<file path="src/substring_search_first_match_defines.svh">
// Assertion macros used by the substring search top level.
`ifndef SUBSTRING_SEARCH_FIRST_MATCH_DEFINES_SVH
`define SUBSTRING_SEARCH_FIRST_MATCH_DEFINES_SVH

`ifndef NO_ASSERTIONS

// Check that the consequent holds in the same cycle as the antecedent.
`define SSFM_ASSERT_NOW(label, clk, rst, ante, cons) \
   label: assert property (@(posedge clk) disable iff (rst) (ante) |-> (cons)) \
      else $error("ssfm assertion failed");

// Check that the consequent holds in the cycle after the antecedent.
`define SSFM_ASSERT_NEXT(label, clk, rst, ante, cons) \
   label: assert property (@(posedge clk) disable iff (rst) (ante) |=> (cons)) \
      else $error("ssfm assertion failed");

`else

`define SSFM_ASSERT_NOW(label, clk, rst, ante, cons)

`define SSFM_ASSERT_NEXT(label, clk, rst, ante, cons)

`endif

`endif

</file>
<file path="src/ssfm_pkg.sv">
// Shared constants and types of the substring search block.
`default_nettype none

package ssfm_pkg;

   localparam int BYTE_W      = 8;
   localparam int OFFSET_W    = 16;
   localparam int LEN_W       = 5;
   localparam int REG_BYTES   = 16;
   localparam int CSR_DATA_W  = 64;
   localparam int CSR_INDEX_W = 2;

   localparam logic [BYTE_W-1:0] TERM_BYTE = 8'h00;

   // Register indexes
   localparam logic [CSR_INDEX_W-1:0] CSR_NEEDLE_LEN  = 2'd0;
   localparam logic [CSR_INDEX_W-1:0] CSR_NEEDLE_LOW  = 2'd1;
   localparam logic [CSR_INDEX_W-1:0] CSR_NEEDLE_HIGH = 2'd2;

   // Needle as the front end sees it
   typedef struct packed {
      logic [LEN_W-1:0]                  eff_len;
      logic [REG_BYTES-1:0][BYTE_W-1:0]  needle;
   } needle_cfg_type;

   // Classified request passed from front to back
   typedef struct packed {
      logic                is_term;
      logic                found;
      logic [OFFSET_W-1:0] offset;
   } mid_item_type;

   // Result item
   typedef struct packed {
      logic                found;
      logic [OFFSET_W-1:0] offset;
   } rsp_item_type;

endpackage

`default_nettype wire

</file>
<file path="src/ssfm_fifo.sv">
// Small flop-based first-in first-out queue.
`default_nettype none

module ssfm_fifo #(
   parameter int WIDTH = 8,
   parameter int DEPTH = 2
) (
   input  wire logic             clock,
   input  wire logic             reset,
   input  wire logic             push,
   input  wire logic [WIDTH-1:0] push_data,
   output logic                  full,
   input  wire logic             pop,
   output logic [WIDTH-1:0]      pop_data,
   output logic                  empty
);

   localparam int PTR_W = (DEPTH > 1) ? $clog2(DEPTH) : 1;
   localparam int CNT_W = $clog2(DEPTH + 1);
   localparam logic [PTR_W-1:0] LAST_PTR  = PTR_W'(DEPTH - 1);
   localparam logic [CNT_W-1:0] FULL_CNT  = CNT_W'(DEPTH);

   logic [WIDTH-1:0] mem_ff [DEPTH];
   logic [PTR_W-1:0] wr_ptr_ff, wr_ptr_in;
   logic [PTR_W-1:0] rd_ptr_ff, rd_ptr_in;
   logic [CNT_W-1:0] count_ff, count_in;
   logic             do_push, do_pop;

   assign full     = (count_ff == FULL_CNT);
   assign empty    = (count_ff == '0);
   assign do_push  = push && !full;
   assign do_pop   = pop && !empty;
   assign pop_data = mem_ff[rd_ptr_ff];

   // Advance pointers and count
   always_comb begin
      wr_ptr_in = wr_ptr_ff;
      rd_ptr_in = rd_ptr_ff;
      count_in  = count_ff;
      if (do_push) begin
         wr_ptr_in = (wr_ptr_ff == LAST_PTR) ? '0 : wr_ptr_ff + 1'b1;
      end
      if (do_pop) begin
         rd_ptr_in = (rd_ptr_ff == LAST_PTR) ? '0 : rd_ptr_ff + 1'b1;
      end
      if (do_push && !do_pop) begin
         count_in = count_ff + 1'b1;
      end else if (do_pop && !do_push) begin
         count_in = count_ff - 1'b1;
      end
   end

   always_ff @(posedge clock) begin
      if (reset) begin
         wr_ptr_ff <= '0;
         rd_ptr_ff <= '0;
         count_ff  <= '0;
      end else begin
         wr_ptr_ff <= wr_ptr_in;
         rd_ptr_ff <= rd_ptr_in;
         count_ff  <= count_in;
      end
   end

   // Store payload
   always_ff @(posedge clock) begin
      if (do_push) begin
         mem_ff[wr_ptr_ff] <= push_data;
      end
   end

endmodule

`default_nettype wire

</file>
<file path="src/ssfm_csr.sv">
// Configuration registers and effective needle length.
`default_nettype none

module ssfm_csr #(
   parameter int NEEDLE_MAX = 16
) (
   input  wire logic                            clock,
   input  wire logic                            reset,
   input  wire logic                            csr_wr_en,
   input  wire logic [ssfm_pkg::CSR_INDEX_W-1:0] csr_index,
   input  wire logic [ssfm_pkg::CSR_DATA_W-1:0]  csr_wdata,
   output ssfm_pkg::needle_cfg_type              cfg
);

   import ssfm_pkg::*;

   localparam int CAP = (NEEDLE_MAX < REG_BYTES) ? NEEDLE_MAX : REG_BYTES;
   localparam logic [LEN_W-1:0] CAP_LEN = LEN_W'(CAP);

   logic [LEN_W-1:0]      len_ff, len_in;
   logic [CSR_DATA_W-1:0] low_ff, low_in;
   logic [CSR_DATA_W-1:0] high_ff, high_in;
   logic [LEN_W-1:0]      eff_len_ff, eff_len_in;
   logic [REG_BYTES-1:0][BYTE_W-1:0] bytes_in;
   logic [LEN_W-1:0]      len_cap;

   // Decode writes
   always_comb begin
      len_in  = len_ff;
      low_in  = low_ff;
      high_in = high_ff;
      if (csr_wr_en) begin
         unique case (csr_index)
            CSR_NEEDLE_LEN:  len_in  = csr_wdata[LEN_W-1:0];
            CSR_NEEDLE_LOW:  low_in  = csr_wdata;
            CSR_NEEDLE_HIGH: high_in = csr_wdata;
            default: ;
         endcase
      end
   end

   // Cap the length and cut the needle at its first zero byte
   always_comb begin
      bytes_in   = {high_in, low_in};
      len_cap    = (len_in > CAP_LEN) ? CAP_LEN : len_in;
      eff_len_in = len_cap;
      for (int i = REG_BYTES - 1; i >= 0; i--) begin
         if ((LEN_W'(i) < len_cap) && (bytes_in[i] == TERM_BYTE)) begin
            eff_len_in = LEN_W'(i);
         end
      end
   end

   always_ff @(posedge clock) begin
      if (reset) begin
         len_ff     <= '0;
         low_ff     <= '0;
         high_ff    <= '0;
         eff_len_ff <= '0;
      end else begin
         len_ff     <= len_in;
         low_ff     <= low_in;
         high_ff    <= high_in;
         eff_len_ff <= eff_len_in;
      end
   end

   assign cfg.eff_len = eff_len_ff;
   assign cfg.needle  = {high_ff, low_ff};

endmodule

`default_nettype wire

</file>
<file path="src/ssfm_front.sv">
// Front end: byte window, position and per-request match classification.
`default_nettype none

module ssfm_front #(
   parameter int NEEDLE_MAX    = 16,
   parameter int POSITION_BITS = 16
) (
   input  wire logic                       clock,
   input  wire logic                       reset,
   input  wire logic                       accept,
   input  wire logic [ssfm_pkg::BYTE_W-1:0] hay_byte,
   input  ssfm_pkg::needle_cfg_type         cfg,
   output logic                            mid_push,
   output ssfm_pkg::mid_item_type          mid_item
);

   import ssfm_pkg::*;

   localparam int CAP       = (NEEDLE_MAX < REG_BYTES) ? NEEDLE_MAX : REG_BYTES;
   localparam int WIN_DEPTH = (CAP > 1) ? CAP - 1 : 1;
   localparam logic [POSITION_BITS-1:0] POS_MAX = {POSITION_BITS{1'b1}};

   logic [BYTE_W-1:0]        win_ff [WIN_DEPTH];
   logic [BYTE_W-1:0]        win_in [WIN_DEPTH];
   logic [POSITION_BITS-1:0] pos_ff, pos_in;
   logic [BYTE_W-1:0]        cur [CAP];
   logic [CAP-1:0]           hit_len;
   logic [CAP-1:0]           len_sel;
   logic                     is_term, empty_needle, hit, cand;
   logic [POSITION_BITS-1:0] back_len, off_pos;
   logic [POSITION_BITS+OFFSET_W-1:0] off_ext;

   assign is_term      = (hay_byte == TERM_BYTE);
   assign empty_needle = (cfg.eff_len == '0);

   // Window with the incoming byte at the newest end
   always_comb begin
      cur[0] = hay_byte;
      for (int k = 1; k < CAP; k++) begin
         cur[k] = win_ff[k-1];
      end
   end

   // Compare every candidate needle length in parallel
   always_comb begin
      logic ok;
      for (int l = 1; l <= CAP; l++) begin
         ok = 1'b1;
         for (int i = 0; i < l; i++) begin
            if (cur[l-1-i] != cfg.needle[i]) begin
               ok = 1'b0;
            end
         end
         hit_len[l-1] = ok;
         len_sel[l-1] = (cfg.eff_len == LEN_W'(l));
      end
   end

   assign hit  = |(hit_len & len_sel);
   assign cand = empty_needle ? (pos_ff == '0) : hit;

   // Offset of the first matched byte, floored at zero
   always_comb begin
      back_len = POSITION_BITS'(cfg.eff_len) - 1'b1;
      off_pos  = '0;
      if (!empty_needle && (pos_ff >= back_len)) begin
         off_pos = pos_ff - back_len;
      end
      off_ext = {{OFFSET_W{1'b0}}, off_pos};
   end

   // Classify the request for the back end
   always_comb begin
      mid_push         = accept && (is_term || cand);
      mid_item.is_term = is_term;
      mid_item.found   = is_term ? empty_needle : 1'b1;
      mid_item.offset  = is_term ? '0 : off_ext[OFFSET_W-1:0];
   end

   // Shift the window and advance the position; clear on a terminator
   always_comb begin
      for (int k = 0; k < WIN_DEPTH; k++) begin
         win_in[k] = win_ff[k];
      end
      pos_in = pos_ff;
      if (accept) begin
         if (is_term) begin
            for (int k = 0; k < WIN_DEPTH; k++) begin
               win_in[k] = '0;
            end
            pos_in = '0;
         end else begin
            win_in[0] = hay_byte;
            for (int k = 1; k < WIN_DEPTH; k++) begin
               win_in[k] = win_ff[k-1];
            end
            if (pos_ff != POS_MAX) begin
               pos_in = pos_ff + 1'b1;
            end
         end
      end
   end

   always_ff @(posedge clock) begin
      if (reset) begin
         for (int k = 0; k < WIN_DEPTH; k++) begin
            win_ff[k] <= '0;
         end
         pos_ff <= '0;
      end else begin
         for (int k = 0; k < WIN_DEPTH; k++) begin
            win_ff[k] <= win_in[k];
         end
         pos_ff <= pos_in;
      end
   end

endmodule

`default_nettype wire

</file>
<file path="src/ssfm_back.sv">
// Back end: first-answer bookkeeping and result generation.
`default_nettype none

module ssfm_back (
   input  wire logic                 clock,
   input  wire logic                 reset,
   input  wire logic                 mid_empty,
   input  ssfm_pkg::mid_item_type    mid_item,
   output logic                      mid_pop,
   input  wire logic                 out_full,
   output logic                      out_push,
   output ssfm_pkg::rsp_item_type    out_item
);

   import ssfm_pkg::*;

   logic answered_ff, answered_in;

   // Emit only the first answer of a haystack; drop the rest
   assign out_push        = !mid_empty && !answered_ff && !out_full;
   assign mid_pop         = !mid_empty && (answered_ff || !out_full);
   assign out_item.found  = mid_item.found;
   assign out_item.offset = mid_item.offset;

   // Hold the answered flag until the terminator
   always_comb begin
      answered_in = answered_ff;
      if (mid_pop) begin
         answered_in = !mid_item.is_term;
      end
   end

   always_ff @(posedge clock) begin
      if (reset) begin
         answered_ff <= 1'b0;
      end else begin
         answered_ff <= answered_in;
      end
   end

endmodule

`default_nettype wire

</file>
<file path="src/substring_search_first_match.sv">
// Top level of the streaming first-match substring search.
`default_nettype none

// Streams haystack bytes, one per request, and reports the offset of the
// first occurrence of the configured needle; a zero byte ends the haystack,
// gives not-found if nothing matched, and clears the search. The block takes
// one byte per clock cycle while req_full is low: the front end compares the
// whole byte window with the needle combinationally, and a two-entry queue
// separates it from the back end, which keeps the first-answer flag and feeds
// a two-entry result queue. A result passes through both queues before it
// reaches the rsp ports. Needle registers may be written between requests and
// apply to the next byte.
`include "substring_search_first_match_defines.svh"

module substring_search_first_match #(
   parameter int NEEDLE_MAX    = 16,
   parameter int POSITION_BITS = 16
) (
   input  wire logic                             clock,
   input  wire logic                             reset,
   input  wire logic                             req_push,
   output logic                                  req_full,
   input  wire logic [ssfm_pkg::BYTE_W-1:0]      req_hay_byte,
   output logic                                  rsp_empty,
   input  wire logic                             rsp_pop,
   output logic                                  rsp_found,
   output logic [ssfm_pkg::OFFSET_W-1:0]         rsp_match_offset,
   input  wire logic                             csr_wr_en,
   input  wire logic [ssfm_pkg::CSR_INDEX_W-1:0] csr_index,
   input  wire logic [ssfm_pkg::CSR_DATA_W-1:0]  csr_wdata
);

   import ssfm_pkg::*;

   localparam int MID_W = $bits(mid_item_type);
   localparam int RSP_W = $bits(rsp_item_type);

   needle_cfg_type cfg;
   logic           accept;
   logic           mid_push, mid_pop, mid_full, mid_empty;
   mid_item_type   mid_in_item, mid_out_item;
   logic           out_push, out_full;
   rsp_item_type   out_in_item, out_head;

   assign accept   = req_push && !mid_full;
   assign req_full = mid_full;

   // Configuration
   ssfm_csr #(
      .NEEDLE_MAX (NEEDLE_MAX)
   ) u_csr (
      .clock     (clock),
      .reset     (reset),
      .csr_wr_en (csr_wr_en),
      .csr_index (csr_index),
      .csr_wdata (csr_wdata),
      .cfg       (cfg)
   );

   // Window compare and classification
   ssfm_front #(
      .NEEDLE_MAX    (NEEDLE_MAX),
      .POSITION_BITS (POSITION_BITS)
   ) u_front (
      .clock    (clock),
      .reset    (reset),
      .accept   (accept),
      .hay_byte (req_hay_byte),
      .cfg      (cfg),
      .mid_push (mid_push),
      .mid_item (mid_in_item)
   );

   // Queue between front and back
   ssfm_fifo #(
      .WIDTH (MID_W),
      .DEPTH (2)
   ) u_mid_fifo (
      .clock     (clock),
      .reset     (reset),
      .push      (mid_push),
      .push_data (mid_in_item),
      .full      (mid_full),
      .pop       (mid_pop),
      .pop_data  (mid_out_item),
      .empty     (mid_empty)
   );

   // First-answer filter
   ssfm_back u_back (
      .clock     (clock),
      .reset     (reset),
      .mid_empty (mid_empty),
      .mid_item  (mid_out_item),
      .mid_pop   (mid_pop),
      .out_full  (out_full),
      .out_push  (out_push),
      .out_item  (out_in_item)
   );

   // Result queue
   ssfm_fifo #(
      .WIDTH (RSP_W),
      .DEPTH (2)
   ) u_rsp_fifo (
      .clock     (clock),
      .reset     (reset),
      .push      (out_push),
      .push_data (out_in_item),
      .full      (out_full),
      .pop       (rsp_pop),
      .pop_data  (out_head),
      .empty     (rsp_empty)
   );

   assign rsp_found        = out_head.found;
   assign rsp_match_offset = out_head.offset;

   // A terminator request always reaches the back end
   `SSFM_ASSERT_NOW(a_term_forwarded, clock, reset,
      accept && (req_hay_byte == TERM_BYTE), mid_push)
   // A result is produced only while draining the front queue
   `SSFM_ASSERT_NOW(a_push_with_pop, clock, reset, out_push, mid_pop)
   // A not-found result carries a zero offset
   `SSFM_ASSERT_NOW(a_notfound_zero, clock, reset,
      out_push && !out_in_item.found, out_in_item.offset == '0)
   // A classified request is waiting in the queue on the next cycle
   `SSFM_ASSERT_NEXT(a_mid_filled, clock, reset, mid_push, !mid_empty)

endmodule

`default_nettype wire
</file>
<file path="config.mk">
export PLATFORM = sky130hd
export DESIGN_NAME = substring_search_first_match
export DESIGN_NICKNAME = d
export VERILOG_FILES = /design/src/ssfm_pkg.sv /design/src/ssfm_fifo.sv /design/src/ssfm_csr.sv /design/src/ssfm_front.sv /design/src/ssfm_back.sv /design/src/substring_search_first_match.sv
export VERILOG_INCLUDE_DIRS = /design/src /design/src/src
export SDC_FILE = /design/constraint.sdc
export NUM_CORES = 1
export LEC_CHECK = 0
export BUFFER_PORTS_ARGS = -buffer_cell sky130_fd_sc_hd__buf_2
export CAP_MARGIN = 20
export CORE_MARGIN = 2
export CORE_UTILIZATION = 33
export DETAILED_ROUTE_END_ITERATION = 10
export HOLD_SLACK_MARGIN = 0.06
export PLACE_DENSITY = 0.49
export SYNTH_ARGS = -nofsm -noshare
export SYNTH_HDL_FRONTEND = slang
export SYNTH_HIERARCHICAL = 1
export SYNTH_SLANG_ARGS = --single-unit
</file>
<file path="constraint.sdc">
create_clock -name clock -period 5 [get_ports clock]
set_clock_uncertainty 0.15 [all_clocks]
set_input_delay 0.75 -clock clock [delete_from_list [all_inputs] [get_ports clock]]
set_output_delay 0.75 -clock clock [all_outputs]
set_load 0.02 [all_outputs]
</file>
==> summary by stage, run 1 <==
Pwr
Summed over all cells, the static leakage comes to 14.5 nW. The part of the total power dissipated in combinational logic is 31.7%. The clock network burns around 33% of the power. The internal cell power is around 6.2 mW.

The highest ir drop seen on vdd is roughly 0.0004 V. Power spread over the standard cell area amounts to 300 nW/um^2. Sequential cells account for 35.8% of the total power. The share of total power consumed by net switching is ~37%. The net switching power of the design is roughly 3.6 mW.

Synth
The synthesized design spends more area on one cell type than any other, namely dfxtp_1. The sequential element share of the synthesized area is a little over a quarter. The synthesized netlist contains a little over 80 unique library cells. During synthesis, Yosys emitted a total of 6 warnings.

The number of nets in the synthesized netlist is 3561. The area fraction of the dominant cell type after synthesis is between 20% and 30%. After synthesis, the mean cell area works out to about 8 sq um. Yosys attributes the largest share of cell area to dfxtp_1 (20%), xor2_1 (17%), xnor2_1 (11%). In the synthesized netlist, the number of instances is 3456.

The area of the mapped netlist is ~28000 sq um. The count of state elements after synthesis is about 360. After synthesis, the share of flip-flops with an asynchronous set or reset is 0%. The leading register cell type out of synthesis is dfxtp_1.

The count of flip-flops with a built-in enable after synthesis is 70.

Detailed routing
After the first detailed-routing iteration, the DRC count stood at around 4.4k. The count of unresolved DRC violations after routing is 0. After detailed routing, the average wire length per cell comes to around 41 um.

Detailed routing inserted a total of 30.0k vias. The first TritonRoute pass finished after 8 iterations. Using the TritonRoute via totals, the vias-per-cell ratio works out to around 6.4.

The final routed wirelength across all metal layers is slightly below 200000 um. In this run the remaining antenna-violating nets after routing total 0.

Global route
The first global-routing pass estimated 255000 um of wire. The pin count of the biggest net entering global routing is 132. The via count of the first global-routing pass is about 28k. The initial antenna violation count came to 9. The total routing usage reported by global routing is roughly two fifths.

The total congestion overflow is 0.

Outcome
The run finished with clean final reports.

Finish
From synthesis to final layout, the design area changed by 14.9%. The library cell used most frequently in the layout, excluding fill and tap cells, is xor2_1. Cells with a size suffix above 1 make up 16.5% of the layout.

After the last flow step, the layout net total stands at 3638. Cells fill a little under two fifths of the core in the end. In the layout the commonest cells are xor2_1 (559), xnor2_1 (365), buf_4 (312). The filler cell count is 8918.

Worst setup path
The end of the worst register-to-register path is u_mid_fifo/count_ff[1]$_SDFFE_PP0P_. The reg-to-reg critical path startpoint is u_csr/high_ff[13]$_SDFF_PP0_. The launching element type of the critical path is a register.

The worst setup path is captured at a register. The data required time at the worst endpoint is roughly 5.4 ns. The worst register-to-register path has a setup slack of 0.36 ns.

The endpoint arrival time on the critical path is 5.01 ns. The worst setup path is of the register to register kind. The critical path starts at u_csr/high_ff[13]$_SDFF_PP0_. In this run the worst path has a maximum fanout of 9. The endpoint of the worst setup timing path is u_mid_fifo/count_ff[1]$_SDFFE_PP0P_. The worst register-to-register path has a depth of 13.

Floorplanning
The die covers 88500 sq um. In this run the count of I/O pins placed on the die edge is 98. The core footprint is around 85000 sq um. The die width is roughly 300 um.

The die is 297 um tall. Once the floorplan was initialized, standard cells occupied 33.3% of the core. After floorplanning, the core was divided into ~110 placement rows.

Clock tree
The clock buffer count from CTS is between 40 and 50. The root cell of the clock tree is clkbuf_16. The number of gates resized after CTS was 0. Hold repair after CTS inserted 0 buffers. The count of clock tree sinks is roughly 360.

Post-CTS timing repair inserted 0 buffers for setup. The H-tree was split into 2 levels. The maximum number of buffers from clock root to sink is 3.

The clock tree from TritonCTS is yes. Clock-pin slew was measured on the worst setup and hold paths at roughly 0.06 ns. The later pin in the worst-skew pair is clocked with a latency of ~0.62 ns.

Timing
The final hold slack is 0.247 ns. For the finished layout, the period the worst path requires is about 4.6 ns. The final critical path takes up between 90% and 100% of the cycle. The number of hold violations in the final report is 0. Setup repair after global routing left no endpoint under its margin. At the pin with the least slew margin, the transition time is 1.33 ns. In the final timing run, aggregate negative setup slack is 0 ns. The worst slew margin relative to its limit is 11.2%. The final setup violation count is 0. Based on the critical path, the design can be clocked at up to between 200 and 250 MHz.

The final max-slew violation count is 0.

Min path
Counting instances, the worst hold path has a depth of 3. The min-delay analysis places its worst path in the category input pin to register.

Run
The tool flagged a number of max-cap violations equal to 0.

Placement
Detailed placement finished with a half-perimeter wire length of ~140000 um. At the end of routability-driven placement, the weighted congestion stood at about 1.1. The number of buffers inserted by port buffering is 97.
## synth_stat cells (9+ instances only)
master / count
nor2b_1: 19
buf_2: 171
xor2_1: 559
xnor2_1: 365
nand3_1: 51
o21ai_0: 25
nand2b_1: 29
nor4_1: 233
buf_4: 25
a2111oi_0: 9
a221oi_1: 22
mux2_2: 44
a31oi_1: 9
nor2_1: 187
nor3_1: 33
nand4_1: 136
edfxtp_1: 70
ha_1: 25
mux2i_1: 125
inv_1: 124
dfxtp_1: 285
a21oi_1: 170
o22ai_1: 81
buf_1: 33
clkbuf_1: 158
a22o_1: 27
o2bb2ai_1: 18
nand2_1: 283
o2111ai_1: 13
## per-layer routing
metal | GRT usage (%) | routed length, um | vias to the layer above | part of all wire (%)
met5 | 0 | 98 | - | 0.051
met4 | 31.3 | 18200 | 14 | 9.5
met3 | 16.5 | 24900 | 878 | 13
met2 | 57.7 | 74400 | 2494 | 39
met1 | 52.4 | 74700 | 14600 | 39
li1 | - | - | 12000 | -
## state kept, by name, indices dropped and copies added, names as in the netlist, named ones only
| signal | count |
|---|---|
| u_front/pos_ff | 16 |
| u_rsp_fifo/mem_ff | 34 |
| u_mid_fifo/mem_ff | 36 |
| u_front/win_ff | 120 |
| u_mid_fifo/rd_ptr_ff | 1 |
| u_mid_fifo/wr_ptr_ff | 1 |
| u_csr/high_ff | 64 |
| u_rsp_fifo/count_ff | 2 |
| u_csr/len_ff | 5 |
| u_csr/eff_len_ff | 5 |
| u_mid_fifo/count_ff | 2 |
| u_rsp_fifo/rd_ptr_ff | 1 |
| u_back/answered_ff | 1 |
| u_csr/low_ff | 64 |
| u_rsp_fifo/wr_ptr_ff | 1 |
## worst max-delay path, cell delays in order, from the launching register on
cell     delay (ns)
dfxtp_1        1.10
xnor2_1        0.20
nand4_1        0.27
nor4_1         0.46
nand4_1        0.24
nor4_1         0.54
a21oi_1        0.17
nand3_1        0.21
o31a_1         0.22
inv_1          0.08
nor2_1         0.14
ha_1           0.26
or3_1          0.35
a21oi_1        0.15
## through the flow
step           cells  power [mW]  setup slack, ns  cell area (sq um)
6_report        4709        9.78            0.355              32600
5_1_grt         4707        10.1            0.449              32600
4_1_cts         4706        9.72            0.672              32600
3_5_place_dp    4632        6.52            0.573              31200
3_3_place_gp    4631        6.54            0.602              31200
2_1_floorplan   3456        5.37             1.40              28400
## logic make-up (layout without fill, tap and decap cells)
group | count (synthesis) | after routing | synth area share, %
AO/OA/AOI/OAI | 436 | 436 | 10.1
XOR/XNOR | 924 | 924 | 28.5
adder cells (fa/ha/maj) | 26 | 26 | 1.17
buffers and inverters | 519 | 626 | 8.05
flip-flops | 355 | 355 | 27.5
multiplexers | 170 | 170 | 6.20
other | 0 | 2 | 0
AND/OR/NAND/NOR | 1026 | 1026 | 18.5
## power groups by stage
stage | logic [mW] | clock network [mW] | registers, mW
after floorplan | 2.08 | 0 | 3.28
after global placement | 3.01 | 0 | 3.53
after detailed placement | 2.99 | 0 | 3.53
after CTS | 3.00 | 3.25 | 3.47
after global routing | 3.23 | 3.34 | 3.50
final | 3.10 | 3.18 | 3.50
## how the worst min path moves through the flow
stage / to / slack [ns] / start
after floorplan: u_csr/low_ff[13]$_SDFF_PP0_ / 0.30 / u_csr/low_ff[13]$_SDFF_PP0_
after global placement: u_csr/high_ff[53]$_SDFF_PP0_ / 0.32 / u_csr/high_ff[53]$_SDFF_PP0_
after detailed placement: u_csr/high_ff[53]$_SDFF_PP0_ / 0.33 / u_csr/high_ff[53]$_SDFF_PP0_
after CTS: u_csr/high_ff[24]$_SDFF_PP0_ / 0.23 / csr_wdata[24]
after global routing: u_csr/high_ff[57]$_SDFF_PP0_ / 0.24 / csr_wdata[57]
final: u_csr/high_ff[10]$_SDFF_PP0_ / 0.25 / csr_wdata[10]
## final cells by class
class | count | area [sq um] | share of cell area [%]
well taps | 1144 | 1430 | 4.38
clock buffers | 57 | 1190 | 3.65
diodes | 2 | 5.00 | 0.0153
inverters | 127 | 477 | 1.46
clock inverters | 17 | 216 | 0.663
flip-flops and latches | 355 | 7840 | 24.0
repair buffers | 425 | 3160 | 9.67
multi-input cells | 2582 | 18300 | 56.1
No activity file was read; power rests on OpenSTA's default activity.
==> run 2: changes to the inputs <==
Settings changed: CORE_ASPECT_RATIO set to 0.8, HOLD_SLACK_MARGIN 0.06 to unset, RECOVER_POWER set to 25.
==> summary by stage, run 2 (same netlist as run 1, synthesis figures left out) <==
Pwr
The highest ir drop seen on vdd is 0.000250 V (-37%). The power density normalized to cell area is 301 nW/um^2 (+0.43%). The static leakage came to 14.4 nW (-0.39%).

Clock tree
The clock tree from TritonCTS is yes. The number of buffers inserted by post-CTS setup repair is 0 (unchanged). The hold-fix buffer count after cts is 0 (unchanged). The clock buffer count from CTS was 42 (unchanged). The H-tree depth is 2 (unchanged). The source-to-sink clock delay at the later pin of the worst-skew pair came to 0.60 ns (-0.02 ns). The maximum number of buffers from clock root to sink was 3 (unchanged).

The clock transition time at the flip-flop clock pins of the worst setup and hold paths was 0.06 ns (about the same). The count of clock tree sinks is 355 (unchanged). The number of resized instances in the post-cts repair step is 0 (unchanged).

The cell sitting at the root of the clock tree is a clkbuf_16.

Finish
The number of standard cells in the layout, taps in and fillers out is 4694 (-0.32%). The total area of multi-input combinational cells is 18300 sq um (about the same). u_front/win_ff holds more flip-flops than any other register. The filler cell count is 8935 (+0.19%). In the final layout, the registers with the most flip-flops are u_front/win_ff (120), u_csr/high_ff (64), u_csr/low_ff (64).

In the layout the commonest cells are xor2_1 (559), xnor2_1 (365), buf_4 (313). The ratio of cells with drive above 1 in the final layout is 15.7% (-0.74 points). The number of nets in the layout is 3638 (unchanged). The area occupied by registers was 7840 sq um (about the same). The library cell used most frequently in the layout, excluding fill and tap cells, is xor2_1.

The final non-filler cell area is 32500 sq um (-0.38%). The number of flip-flops in the largest register is 120 (unchanged). The layout overhead on the synthesized area is 14.5%.

Global route
The pin count of the biggest net entering global routing is 140 (+6.1%). The first-pass GRT wire length was 259000 um (+1.7%). The via count of the first global-routing pass is 27.8k (-0.84%). The initial antenna violation count is 16 (+7). The total congestion overflow is 0 (unchanged). The total routing usage reported by global routing came to 43.1% (+1.2 points).

Worst setup path
The critical path goes through buf_4, xnor2_1, nand4_1, nor4_1, nand4bb_1, nor4_1, a31oi_1, nand3_1, o31a_1, inv_1, nor2_1, ha_1, or3_1, a21oi_1. STA classifies the critical path startpoint as a register. The data required time at the worst endpoint is 5.36 ns (about the same). STA classifies the critical path endpoint as a register.

The cell seen most often among critical-path stages is nor4_1. Among all stages on the critical path, the largest delay is contributed by dfxtp_1. The highest cell delay on the worst timing path is 0.86 ns (-0.24 ns). The worst-path maximum fanout came to 8 (-1). The endpoint arrival time on the critical path was 5.13 ns (+0.12 ns). The type of the worst setup path is register to register.

Placement
The total instance count after detailed placement came to 4615 (-0.37%). The area of placed instances is 31200 sq um (-0.16%). The final estimated routing congestion in global placement came to 1.17 (+2.7%). The number of buffers inserted by port buffering is 97 (unchanged).

The HPWL after detailed placement was 147000 um (+2.3%).

Floorplanning
The overall die area was 88500 sq um (about the same). The core footprint is 85500 sq um (+0.28%). The effective utilization at floorplan is 33.2% (-0.094 points). The number of top-level pins is 98 (unchanged). The chip height was 266 um (-10%).

The row count is 96 (-10%). The die width is 332 um (+12%).

Run
The total of max-cap violations was 2 (+2).

Timing
The minimum period implied by the final worst setup slack came to 4.77 ns (+0.127 ns). The fmax came to 210 MHz (-2.7%). The accumulated negative setup slack was 0 ns (unchanged).

The transition time of the tightest slew-check pin is 3.45 ns (+2.12 ns). Setup repair after global routing left no endpoint under its margin. The number of hold violations in the final report was 0 (unchanged).

The worst slew margin relative to its limit was -130% (-140 points). The final clock period utilization by the worst path is 95.4% (+2.5 points). The final setup violation count was 0 (unchanged). The final max-slew violation count came to 159 (+159).

Outcome
The final reports fail on capacitance limit, slew limit. The flow ran to the end, but the final reports show violations.

Detailed routing
The number of DRC markers after the initial detailed-route iteration is 5500 (+24%). The detailed-route via count is 30.6k (+2.1%). The number of search-and-repair iterations in the first detailed-routing pass was 7 (-1). The detailed-routed wire length on met3 was 30800 um (+23%).

The number of antenna-violating nets in the routed design is 0 (unchanged). The count of unresolved DRC violations after routing came to 0 (unchanged). The final routed wirelength across all metal layers was 197000 um (+2.5%). The post-detailed-route wirelength per cell is 42.0 um (+2.9%). The top routing layer in use is met5. The amount of wire on met2 after detailed routing is 70400 um (-5.5%). The sum of routed wire segments on met1 is 80100 um (+7.3%). The via density per instance came to 6.53 (+2.4%).

Min path
The kind of path behind the tightest hold check is input pin to register.
run 2: cell types whose count changed in the layout (fill, tap and decap cells not counted), sizes merged:
cell	previous run	this run
buf	424	423
bufinv	3	4
clkbuf	58	60
clkinv	11	5
diode	2	8
run 2: power by group:
group | internal, mW | switching [mW]
Sequential | 3.16 | 0.349
Clock | 1.80 | 1.30
Combinational | 1.18 | 2.00
Total | 6.13 | 3.65
run 2: metal layers:
layer  vias to the layer above  GRT usage, %
met5                         -          2.18
met4                        30          27.1
met3                       862          21.7
met2                      2780          54.5
met1                     14900          56.5
li1                      12000             -
run 2: final timing paths:
| kind | from | end | slack [ns] | depth (start not counted) |
|---|---|---|---|---|
| worst min register to register | u_csr/low_ff[62]$_SDFF_PP0_ | u_csr/low_ff[62]$_SDFF_PP0_ | 0.31 | 2 |
| worst min-delay path | csr_wdata[60] | u_csr/high_ff[60]$_SDFF_PP0_ | 0.26 | 3 |
| worst max register to register | u_csr/low_ff[31]$_SDFF_PP0_ | u_mid_fifo/count_ff[1]$_SDFFE_PP0P_ | 0.23 | 14 |
| worst max-delay path | u_csr/low_ff[31]$_SDFF_PP0_ | u_mid_fifo/count_ff[1]$_SDFFE_PP0P_ | 0.23 | 14 |
run 2: area by class of cell:
| type | instances | share of cell area [%] |
|---|---|---|
| sequential | 355 | 24.1 |
| multi-input combinational | 2582 | 56.3 |
| antenna | 8 | 0.0616 |
| clock buffer | 58 | 3.51 |
| tap | 1127 | 4.34 |
| clock inverter | 12 | 0.562 |
| inverter | 127 | 1.47 |
| timing repair buffer | 425 | 9.62 |
run 2: critical path: cells and delay by family, from the launching register on:
kind                       cells  cell delay (ns)
and+or+nand+nor                7             2.34
AOI/OAI and AO/OA              3             0.43
DFF                            1             0.86
buffers and inverters          2             0.47
adders and majority gates      1             0.26
xor gates and xnor gates       1             0.16
run 2: metrics by stage:
step	worst slack, ns	power, mW	util, %	hold slack [ns]
3_5_place_dp	0.419	6.57	36.4	0.301
3_3_place_gp	0.486	6.60	36.4	0.299
5_1_grt	0.298	10.0	38.0	0.275
6_report	0.228	9.78	38.0	0.259
2_1_floorplan	1.40	5.37	-	0.296
4_1_cts	0.681	9.68	38.0	0.244
